File: config.mk
export PLATFORM = sky130hd
export DESIGN_NAME = json_string_unescape_utf8
export DESIGN_NICKNAME = d
export VERILOG_FILES = /design/src/design/jsu_pkg.sv /design/src/design/json_string_unescape_utf8.sv /design/src/design/jsu_decode.sv /design/src/design/jsu_outbuf.sv
export SDC_FILE = /design/constraint.sdc
export NUM_CORES = 1
export LEC_CHECK = 0
export BUFFER_PORTS_ARGS = -buffer_cell sky130_fd_sc_hd__buf_2
export CAP_MARGIN = 25
export CORE_UTILIZATION = 45
export CTS_CLUSTER_DIAMETER = 40
export CTS_CLUSTER_SIZE = 25
export DETAILED_ROUTE_END_ITERATION = 10
export PLACE_DENSITY = 0.65
export SLEW_MARGIN = 10
export SYNTH_ARGS = -nofsm -noshare
export SYNTH_HDL_FRONTEND = slang
export SYNTH_SLANG_ARGS = --single-unit
File: constraint.sdc
create_clock -name clk_i -period 2.8 [get_ports clk_i]
set_clock_uncertainty 0.2 [all_clocks]
set_input_delay 0.84 -clock clk_i [delete_from_list [all_inputs] [get_ports clk_i]]
set_output_delay 0.84 -clock clk_i [all_outputs]
set_load 0.05 [all_outputs]
File: src/design/jsu_pkg.sv
// jsu_pkg: shared types, character codes and helper functions for the
// json string unescaper; no dependencies

package jsu_pkg;

  localparam int unsigned MaxRes = 4;
  localparam int unsigned CntW   = 3;

  localparam logic [7:0] ChNul   = 8'h00;
  localparam logic [7:0] ChQuote = 8'h22;
  localparam logic [7:0] ChBslash = 8'h5C;
  localparam logic [7:0] ChLowU  = 8'h75;
  localparam logic [7:0] ChLowN  = 8'h6E;
  localparam logic [7:0] ChLowT  = 8'h74;
  localparam logic [7:0] ChLf    = 8'h0A;
  localparam logic [7:0] ChTab   = 8'h09;

  localparam logic       StatusOk    = 1'b0;
  localparam logic       StatusUnterm = 1'b1;

  typedef struct packed {
    logic [7:0] data;
    logic       valid;
    logic       last;
    logic       status;
  } res_t;

  typedef struct packed {
    res_t [MaxRes-1:0] items;
    logic [CntW-1:0]   count;
  } batch_t;

  typedef struct packed {
    logic [2:0][7:0] bytes;
    logic [1:0]      len;
  } utf8_t;

  typedef struct packed {
    logic       ok;
    logic [3:0] value;
  } nibble_t;

  function automatic nibble_t hex_value(input logic [7:0] c);
    nibble_t r;
    r = '0;
    if (c >= 8'h30 && c <= 8'h39) begin
      r.ok = 1'b1;
      r.value = 4'(c - 8'h30);
    end else if (c >= 8'h61 && c <= 8'h66) begin
      r.ok = 1'b1;
      r.value = 4'(c - 8'h57);
    end else if (c >= 8'h41 && c <= 8'h46) begin
      r.ok = 1'b1;
      r.value = 4'(c - 8'h37);
    end
    return r;
  endfunction

  function automatic utf8_t cp_to_utf8(input logic [15:0] cp);
    utf8_t r;
    r = '0;
    if (cp <= 16'h007F) begin
      r.len = 2'd1;
      r.bytes[0] = cp[7:0];
    end else if (cp <= 16'h07FF) begin
      r.len = 2'd2;
      r.bytes[0] = 8'hC0 | {3'b000, cp[10:6]};
      r.bytes[1] = 8'h80 | {2'b00, cp[5:0]};
    end else begin
      r.len = 2'd3;
      r.bytes[0] = 8'hE0 | {4'h0, cp[15:12]};
      r.bytes[1] = 8'h80 | {2'b00, cp[11:6]};
      r.bytes[2] = 8'h80 | {2'b00, cp[5:0]};
    end
    return r;
  endfunction

  function automatic res_t data_res(input logic [7:0] b);
    res_t r;
    r.data = b;
    r.valid = 1'b1;
    r.last = 1'b0;
    r.status = StatusOk;
    return r;
  endfunction

  function automatic res_t end_res(input logic st);
    res_t r;
    r.data = 8'h00;
    r.valid = 1'b0;
    r.last = 1'b1;
    r.status = st;
    return r;
  endfunction

endpackage

File: src/design/json_string_unescape_utf8.sv
// json_string_unescape_utf8: top level, json string body unescaper with
// utf-8 output of hex escapes; depends on jsu_pkg, jsu_decode, jsu_outbuf
// latency: the first result of a request appears in the cycle after acceptance
// throughput: one source byte per cycle while the result register is free; a byte
// giving several results, or a stalled output, holds the input while the result register drains
// reset: asynchronous, active low; clears escape state and pending results

module json_string_unescape_utf8 (
  input  logic       clk_i,
  input  logic       rst_ni,
  input  logic       in_valid_i,
  output logic       in_stall_o,
  input  logic [7:0] in_byte_i,
  output logic       out_valid_o,
  input  logic       out_stall_i,
  output logic [7:0] out_byte_o,
  output logic       byte_valid_o,
  output logic       last_o,
  output logic       status_o
);

  logic            accept;
  logic            busy;
  jsu_pkg::batch_t batch;
  jsu_pkg::res_t   res;

  assign in_stall_o = busy;
  assign accept     = in_valid_i && !busy;

  jsu_decode u_decode (
    .clk_i     (clk_i),
    .rst_ni    (rst_ni),
    .accept_i  (accept),
    .in_byte_i (in_byte_i),
    .batch_o   (batch)
  );

  jsu_outbuf u_outbuf (
    .clk_i       (clk_i),
    .rst_ni      (rst_ni),
    .load_i      (accept),
    .batch_i     (batch),
    .busy_o      (busy),
    .out_valid_o (out_valid_o),
    .out_stall_i (out_stall_i),
    .res_o       (res)
  );

  assign out_byte_o   = res.data;
  assign byte_valid_o = res.valid;
  assign last_o       = res.last;
  assign status_o     = res.status;

endmodule

File: src/design/jsu_decode.sv
// jsu_decode: escape state and decode of one source byte into a batch of
// up to four results; depends on jsu_pkg

module jsu_decode (
  input  logic           clk_i,
  input  logic           rst_ni,
  input  logic           accept_i,
  input  logic [7:0]     in_byte_i,
  output jsu_pkg::batch_t batch_o
);

  typedef enum logic [1:0] {
    ModeText = 2'd0,
    ModeEsc  = 2'd1,
    ModeHex  = 2'd2
  } mode_e;

  mode_e        mode_q, mode_d;
  logic [2:0]   hex_cnt_q, hex_cnt_d;
  logic [15:0]  cp_q, cp_d;

  jsu_pkg::nibble_t nib;
  jsu_pkg::utf8_t   enc;
  logic [15:0]      cp_new;
  logic             do_text;
  logic             do_utf8;
  logic [15:0]      enc_cp;
  jsu_pkg::batch_t  batch;
  logic [1:0]       pos;

  assign nib    = jsu_pkg::hex_value(in_byte_i);
  assign cp_new = {cp_q[11:0], nib.value};
  assign enc    = jsu_pkg::cp_to_utf8(enc_cp);

  always_comb begin
    mode_d    = mode_q;
    hex_cnt_d = hex_cnt_q;
    cp_d      = cp_q;
    do_text   = 1'b0;
    do_utf8   = 1'b0;
    enc_cp    = cp_q;
    batch     = '0;
    pos       = 2'd0;

    unique case (mode_q)
      ModeEsc: begin
        mode_d = ModeText;
        if (in_byte_i == jsu_pkg::ChNul) begin
          batch.items[0] = jsu_pkg::end_res(jsu_pkg::StatusUnterm);
          batch.count = 3'd1;
          hex_cnt_d = '0;
          cp_d = '0;
        end else if (in_byte_i == jsu_pkg::ChLowU) begin
          mode_d = ModeHex;
          hex_cnt_d = '0;
          cp_d = '0;
        end else if (in_byte_i == jsu_pkg::ChLowN) begin
          batch.items[0] = jsu_pkg::data_res(jsu_pkg::ChLf);
          batch.count = 3'd1;
        end else if (in_byte_i == jsu_pkg::ChLowT) begin
          batch.items[0] = jsu_pkg::data_res(jsu_pkg::ChTab);
          batch.count = 3'd1;
        end else begin
          batch.items[0] = jsu_pkg::data_res(in_byte_i);
          batch.count = 3'd1;
        end
      end
      ModeHex: begin
        if (nib.ok) begin
          cp_d = cp_new;
          hex_cnt_d = hex_cnt_q + 3'd1;
          if (hex_cnt_q == 3'd3) begin
            do_utf8 = 1'b1;
            enc_cp = cp_new;
            mode_d = ModeText;
            hex_cnt_d = '0;
            cp_d = '0;
          end
        end else begin
          do_utf8 = 1'b1;
          enc_cp = cp_q;
          mode_d = ModeText;
          hex_cnt_d = '0;
          cp_d = '0;
          do_text = 1'b1;
        end
      end
      default: begin
        do_text = 1'b1;
      end
    endcase

    if (do_utf8) begin
      for (int i = 0; i < 3; i++) begin
        if (2'(i) < enc.len) begin
          batch.items[i] = jsu_pkg::data_res(enc.bytes[i]);
        end
      end
      batch.count = {1'b0, enc.len};
      pos = enc.len;
    end

    if (do_text) begin
      if (in_byte_i == jsu_pkg::ChNul) begin
        batch.items[pos] = jsu_pkg::end_res(jsu_pkg::StatusUnterm);
        batch.count = {1'b0, pos} + 3'd1;
        mode_d = ModeText;
        hex_cnt_d = '0;
        cp_d = '0;
      end else if (in_byte_i == jsu_pkg::ChQuote) begin
        batch.items[pos] = jsu_pkg::end_res(jsu_pkg::StatusOk);
        batch.count = {1'b0, pos} + 3'd1;
        mode_d = ModeText;
        hex_cnt_d = '0;
        cp_d = '0;
      end else if (in_byte_i == jsu_pkg::ChBslash) begin
        mode_d = ModeEsc;
      end else begin
        batch.items[pos] = jsu_pkg::data_res(in_byte_i);
        batch.count = {1'b0, pos} + 3'd1;
        mode_d = ModeText;
      end
    end
  end

  assign batch_o = batch;

  always_ff @(posedge clk_i or negedge rst_ni) begin
    if (!rst_ni) begin
      mode_q    <= ModeText;
      hex_cnt_q <= '0;
      cp_q      <= '0;
    end else if (accept_i) begin
      mode_q    <= mode_d;
      hex_cnt_q <= hex_cnt_d;
      cp_q      <= cp_d;
    end
  end

endmodule

File: src/design/jsu_outbuf.sv
// jsu_outbuf: result register holding one decoded batch and sending it out
// one result per request; depends on jsu_pkg

module jsu_outbuf (
  input  logic            clk_i,
  input  logic            rst_ni,
  input  logic            load_i,
  input  jsu_pkg::batch_t batch_i,
  output logic            busy_o,
  output logic            out_valid_o,
  input  logic            out_stall_i,
  output jsu_pkg::res_t   res_o
);

  jsu_pkg::res_t [jsu_pkg::MaxRes-1:0] ent_q;
  logic [jsu_pkg::CntW-1:0]            left_q;
  logic [1:0]                          rd_q;
  logic                                take;

  assign out_valid_o = (left_q != '0);
  assign take        = out_valid_o && !out_stall_i;
  assign res_o       = ent_q[rd_q];
  // free once the last pending result leaves this cycle
  assign busy_o      = (left_q > 3'd1) || ((left_q == 3'd1) && out_stall_i);

  always_ff @(posedge clk_i or negedge rst_ni) begin
    if (!rst_ni) begin
      left_q <= '0;
      rd_q   <= '0;
    end else if (load_i) begin
      left_q <= batch_i.count;
      rd_q   <= '0;
    end else if (take) begin
      left_q <= left_q - 3'd1;
      rd_q   <= rd_q + 2'd1;
    end
  end

  always_ff @(posedge clk_i) begin
    if (load_i) begin
      ent_q <= batch_i.items;
    end
  end

endmodule

==> results.toml, run 1 <==
[outcome]
outcome = "finished clean"

[yosys]
synth_area_um2 = 4360
synth_async_sr_flop_share = 0.371
yosysWarnings = 0
synth_flop_cell = "edfxtp_1"
synth_cells = 400
synth-edff-count = 44
ys_seq_area_frac = 0.452
syn_avg_cell_area_um2 = 10.9
syn_nets = 423
synthDistinctLibCells = 69
synth_seq_cells = 70

[placed_design]
dp_slack_ns = -0.405
place_congestion = 0.968
dpl_cell_area_um2 = 5450
dp_cells = 624
numPortBuffers = 24
hpwl_mm = 9.58

[layout]
drive_gt1_frac = 0.390
antenna_cells = 0
synthToLayoutAreaGrowth_pct = 31.6
fin_cells = 644
final_area_um2 = 5740
fin_nets = 533

[floorplan]
start_util = 0.467
io_pins = 25
dieArea_um2 = 10100
coreArea_um2 = 9330
die_h_um = 100
std_cell_rows = 35
die_w_um = 100

[setup_path]
worstPathArrival_ns = 2.70
path_cells = "buf_6, or4b_4, nor3_4, o21ai_4, buf_12, mux2_4, mux2_4, a32o_1"
path_delay_family = "simple AND/OR/NAND/NOR gates"
cp.required_ns = 2.71
crit_path_end_kind = "flip-flop"
crit_buf_inv = 2
path_class = "in -> reg"
critPathMaxStageDelay_ns = 0.55
critPathMaxFanout = 11
cpMaxStageDelayCell = "or4b_4"
cp-start-kind = "input port"
crit_top_cell = "mux2_4"

[sta]
rsz0062_at_grt = "true"
fin_ws_ns = 0.00801
fin_crit_ns = 2.79
drv_slew = 0
period_share = 0.997
hold_violations = 0
holdWs_ns = 0.273
max_slew_margin = 0.599
worstMarginPinSlew_ns = 0.602
fmaxAchievable_mhz = 358
setup_violations = 0

[global_routing]
grt_max_degree = 50
grt_pass1_vias = 3831
grt_first_pass_wirelength_mm = 20.4
overflow = 0
antenna_found_initial = 0
grtUsageTotal = 0.268

[detailed_routing]
antenna_left = 0
vias_per_cell = 5.85
route.detailed.drc = 0
post_drt_wl_per_cell_um = 19.7
vias = 3768
routed_wirelength_mm = 12.7
drtIter0Drc = 326
drt_pass1_iterations = 6

[run]
cap_violations = 0

[clock_tree]
cts_buffers = 9
ctsHtreeMaxLevel = 3
clk_latency_ns = 0.36
clockRootBuffer = "clkbuf_8"
cts_tree = "built"
cts.sinks = 70
cts_buffer_depth = 2
clk_pin_slew_ns = 0.10

[power_and_ir_drop]
vdd_drop_max_uv = 452
leakagePower_uw = 0.00234
powerDensity_nw_per_um2 = 635

[worst_hold_path]
min_path_type = "in -> async"
-- per-layer routing --
layer	share of wire	track usage	routed length, um	vias up
met5	0	0	0	-
met4	0.024	0.0858	310	0
met3	0.074	0.0682	937	30
met2	0.49	0.444	6150	156
met1	0.42	0.342	5270	1821
li1	-	-	-	1761
-- repair_timing --
action / 4_1_cts / 5_1_grt
hold buffers: 0 / 0
pin swaps: 0 / 7
endpoints found under the setup margin: 12 / 23
resized for setup: 10 / 10
setup buffers: 1 / 3
-- cell usage after synthesis, types with 6 or more instances --
cell,count,share of area
o22ai_1,6,0.0086
o21ai_0,10,0.011
ha_1,11,0.032
mux4_2,11,0.057
mux2i_1,15,0.034
and2_1,8,0.011
nand2_1,29,0.025
a21oi_1,34,0.039
a22o_1,17,0.034
a211oi_1,6,0.010
inv_1,15,0.013
buf_2,9,0.010
dfrtp_1,26,0.15
edfxtp_1,44,0.30
nand4_1,9,0.013
nor2_1,29,0.025
nand3_1,11,0.013
-- worst paths after layout --
kind / endpoint / slack [ns] / cells after the start / from
setup / recovery: u_outbuf.ent_q[17]$_DFFE_PP_ / 0.008 / 8 / in_byte_i[7]
hold / removal: u_outbuf.left_q[2]$_DFFE_PN0P_ / 0.27 / 1 / rst_ni
setup reg to reg: u_outbuf.ent_q[4]$_DFFE_PP_ / 0.28 / 8 / u_decode.hex_cnt_q[0]$_DFFE_PN0P_
hold reg to reg: u_decode.hex_cnt_q[1]$_DFFE_PN0P_ / 0.33 / 1 / u_decode.hex_cnt_q[1]$_DFFE_PN0P_
max in group asynchronous: u_decode.cp_q[1]$_DFFE_PN0P_ / 1.72 / 1 / rst_ni
min in group clk_i: u_decode.hex_cnt_q[1]$_DFFE_PN0P_ / 0.33 / 1 / u_decode.hex_cnt_q[1]$_DFFE_PN0P_
-- where the power goes --
group	leakage (uW)	internal, uW	switching, uW	total (uW)
Clock	0.0000888	338	454	793
Sequential	0.000763	1290	85.0	1370
Combinational	0.00149	544	932	1480
-- sequential cells by signal, summed over array words and instances, names as in the netlist --
name	flops
u_outbuf.left_q	3
u_outbuf.rd_q	2
u_decode.mode_q	2
u_outbuf.ent_q	44
u_decode.hex_cnt_q	3
u_decode.cp_q	16
-- cells in the final DEF (no fill, tap or decap), types with 7 or more instances in the layout --
cell type	Yosys	final
buf_4	1	86
edfxtp_1	44	44
a21oi_1	34	31
nand2_1	29	27
nor2_1	29	26
dfrtp_1	26	26
buf_2	9	22
a22o_1	17	17
mux2i_1	15	14
inv_1	15	13
mux4_2	11	11
nand4_1	9	9
o21ai_0	10	9
clkbuf_8	0	9
nand3_1	11	8
and2_1	8	7
-- worst register-to-register path, cell delays in order, from the launching register on --
cell and delay, ns:
dfrtp_1 0.40, ha_1 0.25, nor2b_1 0.14, buf_4 0.16
nor4_2 0.34, nor3_2 0.15, o31ai_1 0.43, a211oi_2 0.09
a211oi_1 0.21
-- metrics by stage --
stage	setup TNS, ns	total power [uW]	util
6_report	0	3640	0.615
5_1_grt	-0.283	3810	0.615
4_1_cts	0	3640	0.608
3_5_place_dp	-16.36	2810	0.584
3_3_place_gp	-16.17	2790	0.584
2_1_floorplan	-2.51	2430	-
-- cells by family (layout without fill, tap and decap cells) --
kind of cell,Yosys count,after routing,share of synthesized area
compound gates,111,111,0.178
xor+xnor,7,7,0.0141
fa+ha+maj,11,11,0.0316
buf+inv,35,150,0.0353
flops,70,70,0.452
mux,35,35,0.116
simple gates,131,131,0.173
-- final cells by class --
cell class | count | area, um2
Tap cell | 129 | 161
Clock inverter | 7 | 61.3
Multi-Input combinational cell | 295 | 2420
Timing Repair Buffer | 118 | 925
Inverter | 16 | 76.3
Fill cell | 755 | 3590
Sequential cell | 70 | 1970
Clock buffer | 9 | 124
(Power assumes the default switching activity.)
==> run 2: changes to the inputs <==
Settings changed: CORE_UTILIZATION 45 to 56, PLACE_DENSITY 0.65 to 0.78.
==> results.toml, run 2 (same netlist as run 1, synthesis figures left out) <==
[placed_design]
numPortBuffers = 24
dpl_cell_area_um2 = 5310
hpwl_mm = 9.67
place_congestion = 1.01
dp_slack_ns = -0.435

[floorplan]
dieArea_um2 = 8140
start_util = 0.591
die_h_um = 90.2
std_cell_rows = 31
io_pins = 25
coreArea_um2 = 7370
die_w_um = 90.2

[layout]
regMostFlops = "u_outbuf.ent_q"
synthToLayoutAreaGrowth_pct = 33.6
drive_gt1_frac = 0.411
final_common_cell = "buf_4"
final_cell_mix = "buf_4 (83), edfxtp_1 (44), a21oi_1 (28), nand2_1 (28)"
multi_input_area_um2 = 2500
reg.largest.list = "u_outbuf.ent_q: 44 flops, u_decode.cp_q: 16 flops"
largest_reg_flops = 44
nFillCells = 462
fin_nets = 536
seq_area_um2 = 1970
final_area_um2 = 5820
antenna_cells = 0
post-route-util = 0.790

[clock_tree]
clk_pin_slew_ns = 0.08
cts_tree = "built"
cts_buffer_depth = 2
clockRootBuffer = "clkbuf_8"
ctsHoldBuffers = 0
cts.sinks = 70
ctsHtreeMaxLevel = 3
cts_buffers = 9
clk_latency_ns = 0.36

[setup_path]
cpMaxStageDelayCell = "or4b_4"
crit_path_end_kind = "flip-flop"
worstPathArrival_ns = 2.80
r2r_slack_ns = 0.23
critPathMaxFanout = 10
critPathMaxStageDelay_ns = 0.54
crit_top_cell = "o21ai_4"
path_class = "in -> reg"
path_cells = "buf_8, or4b_4, nor3_4, o21ai_4, buf_6, buf_4, o21ai_4, buf_12, nand4_1, a21oi_1"
cp.required_ns = 2.78
cp-start-kind = "input port"

[sta]
fin_crit_ns = 2.82
fmaxAchievable_mhz = 355
fin_ws_ns = -0.0169
setup_violations = 2
period_share = 1.01
worstMarginPinSlew_ns = 0.611
max_slew_margin = 0.593
hold_violations = 0
rsz0062_at_grt = "true"
drv_slew = 0

[detailed_routing]
antenna_left = 0
post_drt_wl_per_cell_um = 22.1
routed_wirelength_mm = 13.6
drtIter0Drc = 445
vias_per_cell = 6.54
drt_pass1_iterations = 7
vias = 4033
route.detailed.drc = 0

[power_and_ir_drop]
powerDensity_nw_per_um2 = 627
leakagePower_uw = 0.00237
vdd_drop_max_uv = 380
finalPower_uw = 3650

[global_routing]
grtUsageTotal = 0.331
grt_pass1_vias = 3955
overflow = 0
grt_first_pass_wirelength_mm = 20.3
grt_max_degree = 50
antenna_found_initial = 0

[run]
cap_violations = 0

[outcome]
outcome = "complete, but fails checks"
violations = "setup timing"

[worst_hold_path]
min_path_type = "in -> async"
## run 2: per-stage QoR
step                      TNS, ns  hold slack, ns  cells
after floorplan             -2.51           0.277    400
after global placement     -18.70           0.292    586
after detailed placement   -20.20           0.301    586
after CTS                  -0.103           0.303    611
after global routing       -0.368           0.328    617
final                     -0.0291           0.271    617
## run 2: what timing repair did
| item | CTS | global route |
|---|---|---|
| gates cloned | 0 | 0 |
| buffers inserted | 9 | 6 |
| resized for setup | 15 | 30 |
| setup endpoints to repair | 20 | 62 |
| pin swaps | 6 | 13 |
## run 2: critical path: cells and delay by family
kind | cells | cell delay (ns)
AND/OR/NAND/NOR | 3 | 0.86
buffers and inverters | 4 | 0.58
AO/OA/AOI/OAI | 3 | 0.52
## run 2: report_power, final
group	switching, uW	internal (uW)
sequential	106	1290
clock	387	342
combinational	968	558
total	1460	2190
## run 2: final timing paths
path                                                    from                                end  cells past startpoint
setup / recovery                                in_byte_i[7]       u_outbuf.ent_q[29]$_DFFE_PP_                     10
hold / removal                                        rst_ni  u_decode.hex_cnt_q[0]$_DFFE_PN0P_                      1
setup reg to reg              u_decode.mode_q[0]$_DFFE_PN0P_        u_outbuf.ent_q[7]$_DFFE_PP_                     10
hold reg to reg            u_decode.hex_cnt_q[1]$_DFFE_PN0P_  u_decode.hex_cnt_q[1]$_DFFE_PN0P_                      1
max in group asynchronous                             rst_ni       u_outbuf.rd_q[0]$_DFFE_PN0P_                      1
min in group clk_i         u_decode.hex_cnt_q[1]$_DFFE_PN0P_  u_decode.hex_cnt_q[1]$_DFFE_PN0P_                      1
## run 2: layout make-up
type / count / share of cell area
clock buffer: 12 / 0.0249
clock inverter: 4 / 0.00387
inverter: 16 / 0.0131
multi-input combinational: 295 / 0.429
sequential: 70 / 0.339
tap: 99 / 0.0213
timing repair buffer: 121 / 0.169
## run 2: per-layer routing
metal  global-route usage  up-vias  wire length (um)
li1                     -     1772                 -
met5                    0        -                 0
met2                0.585      250              6900
met3               0.0702       79              1180
met4                0.161        0               824
met1                0.380     1932              4740
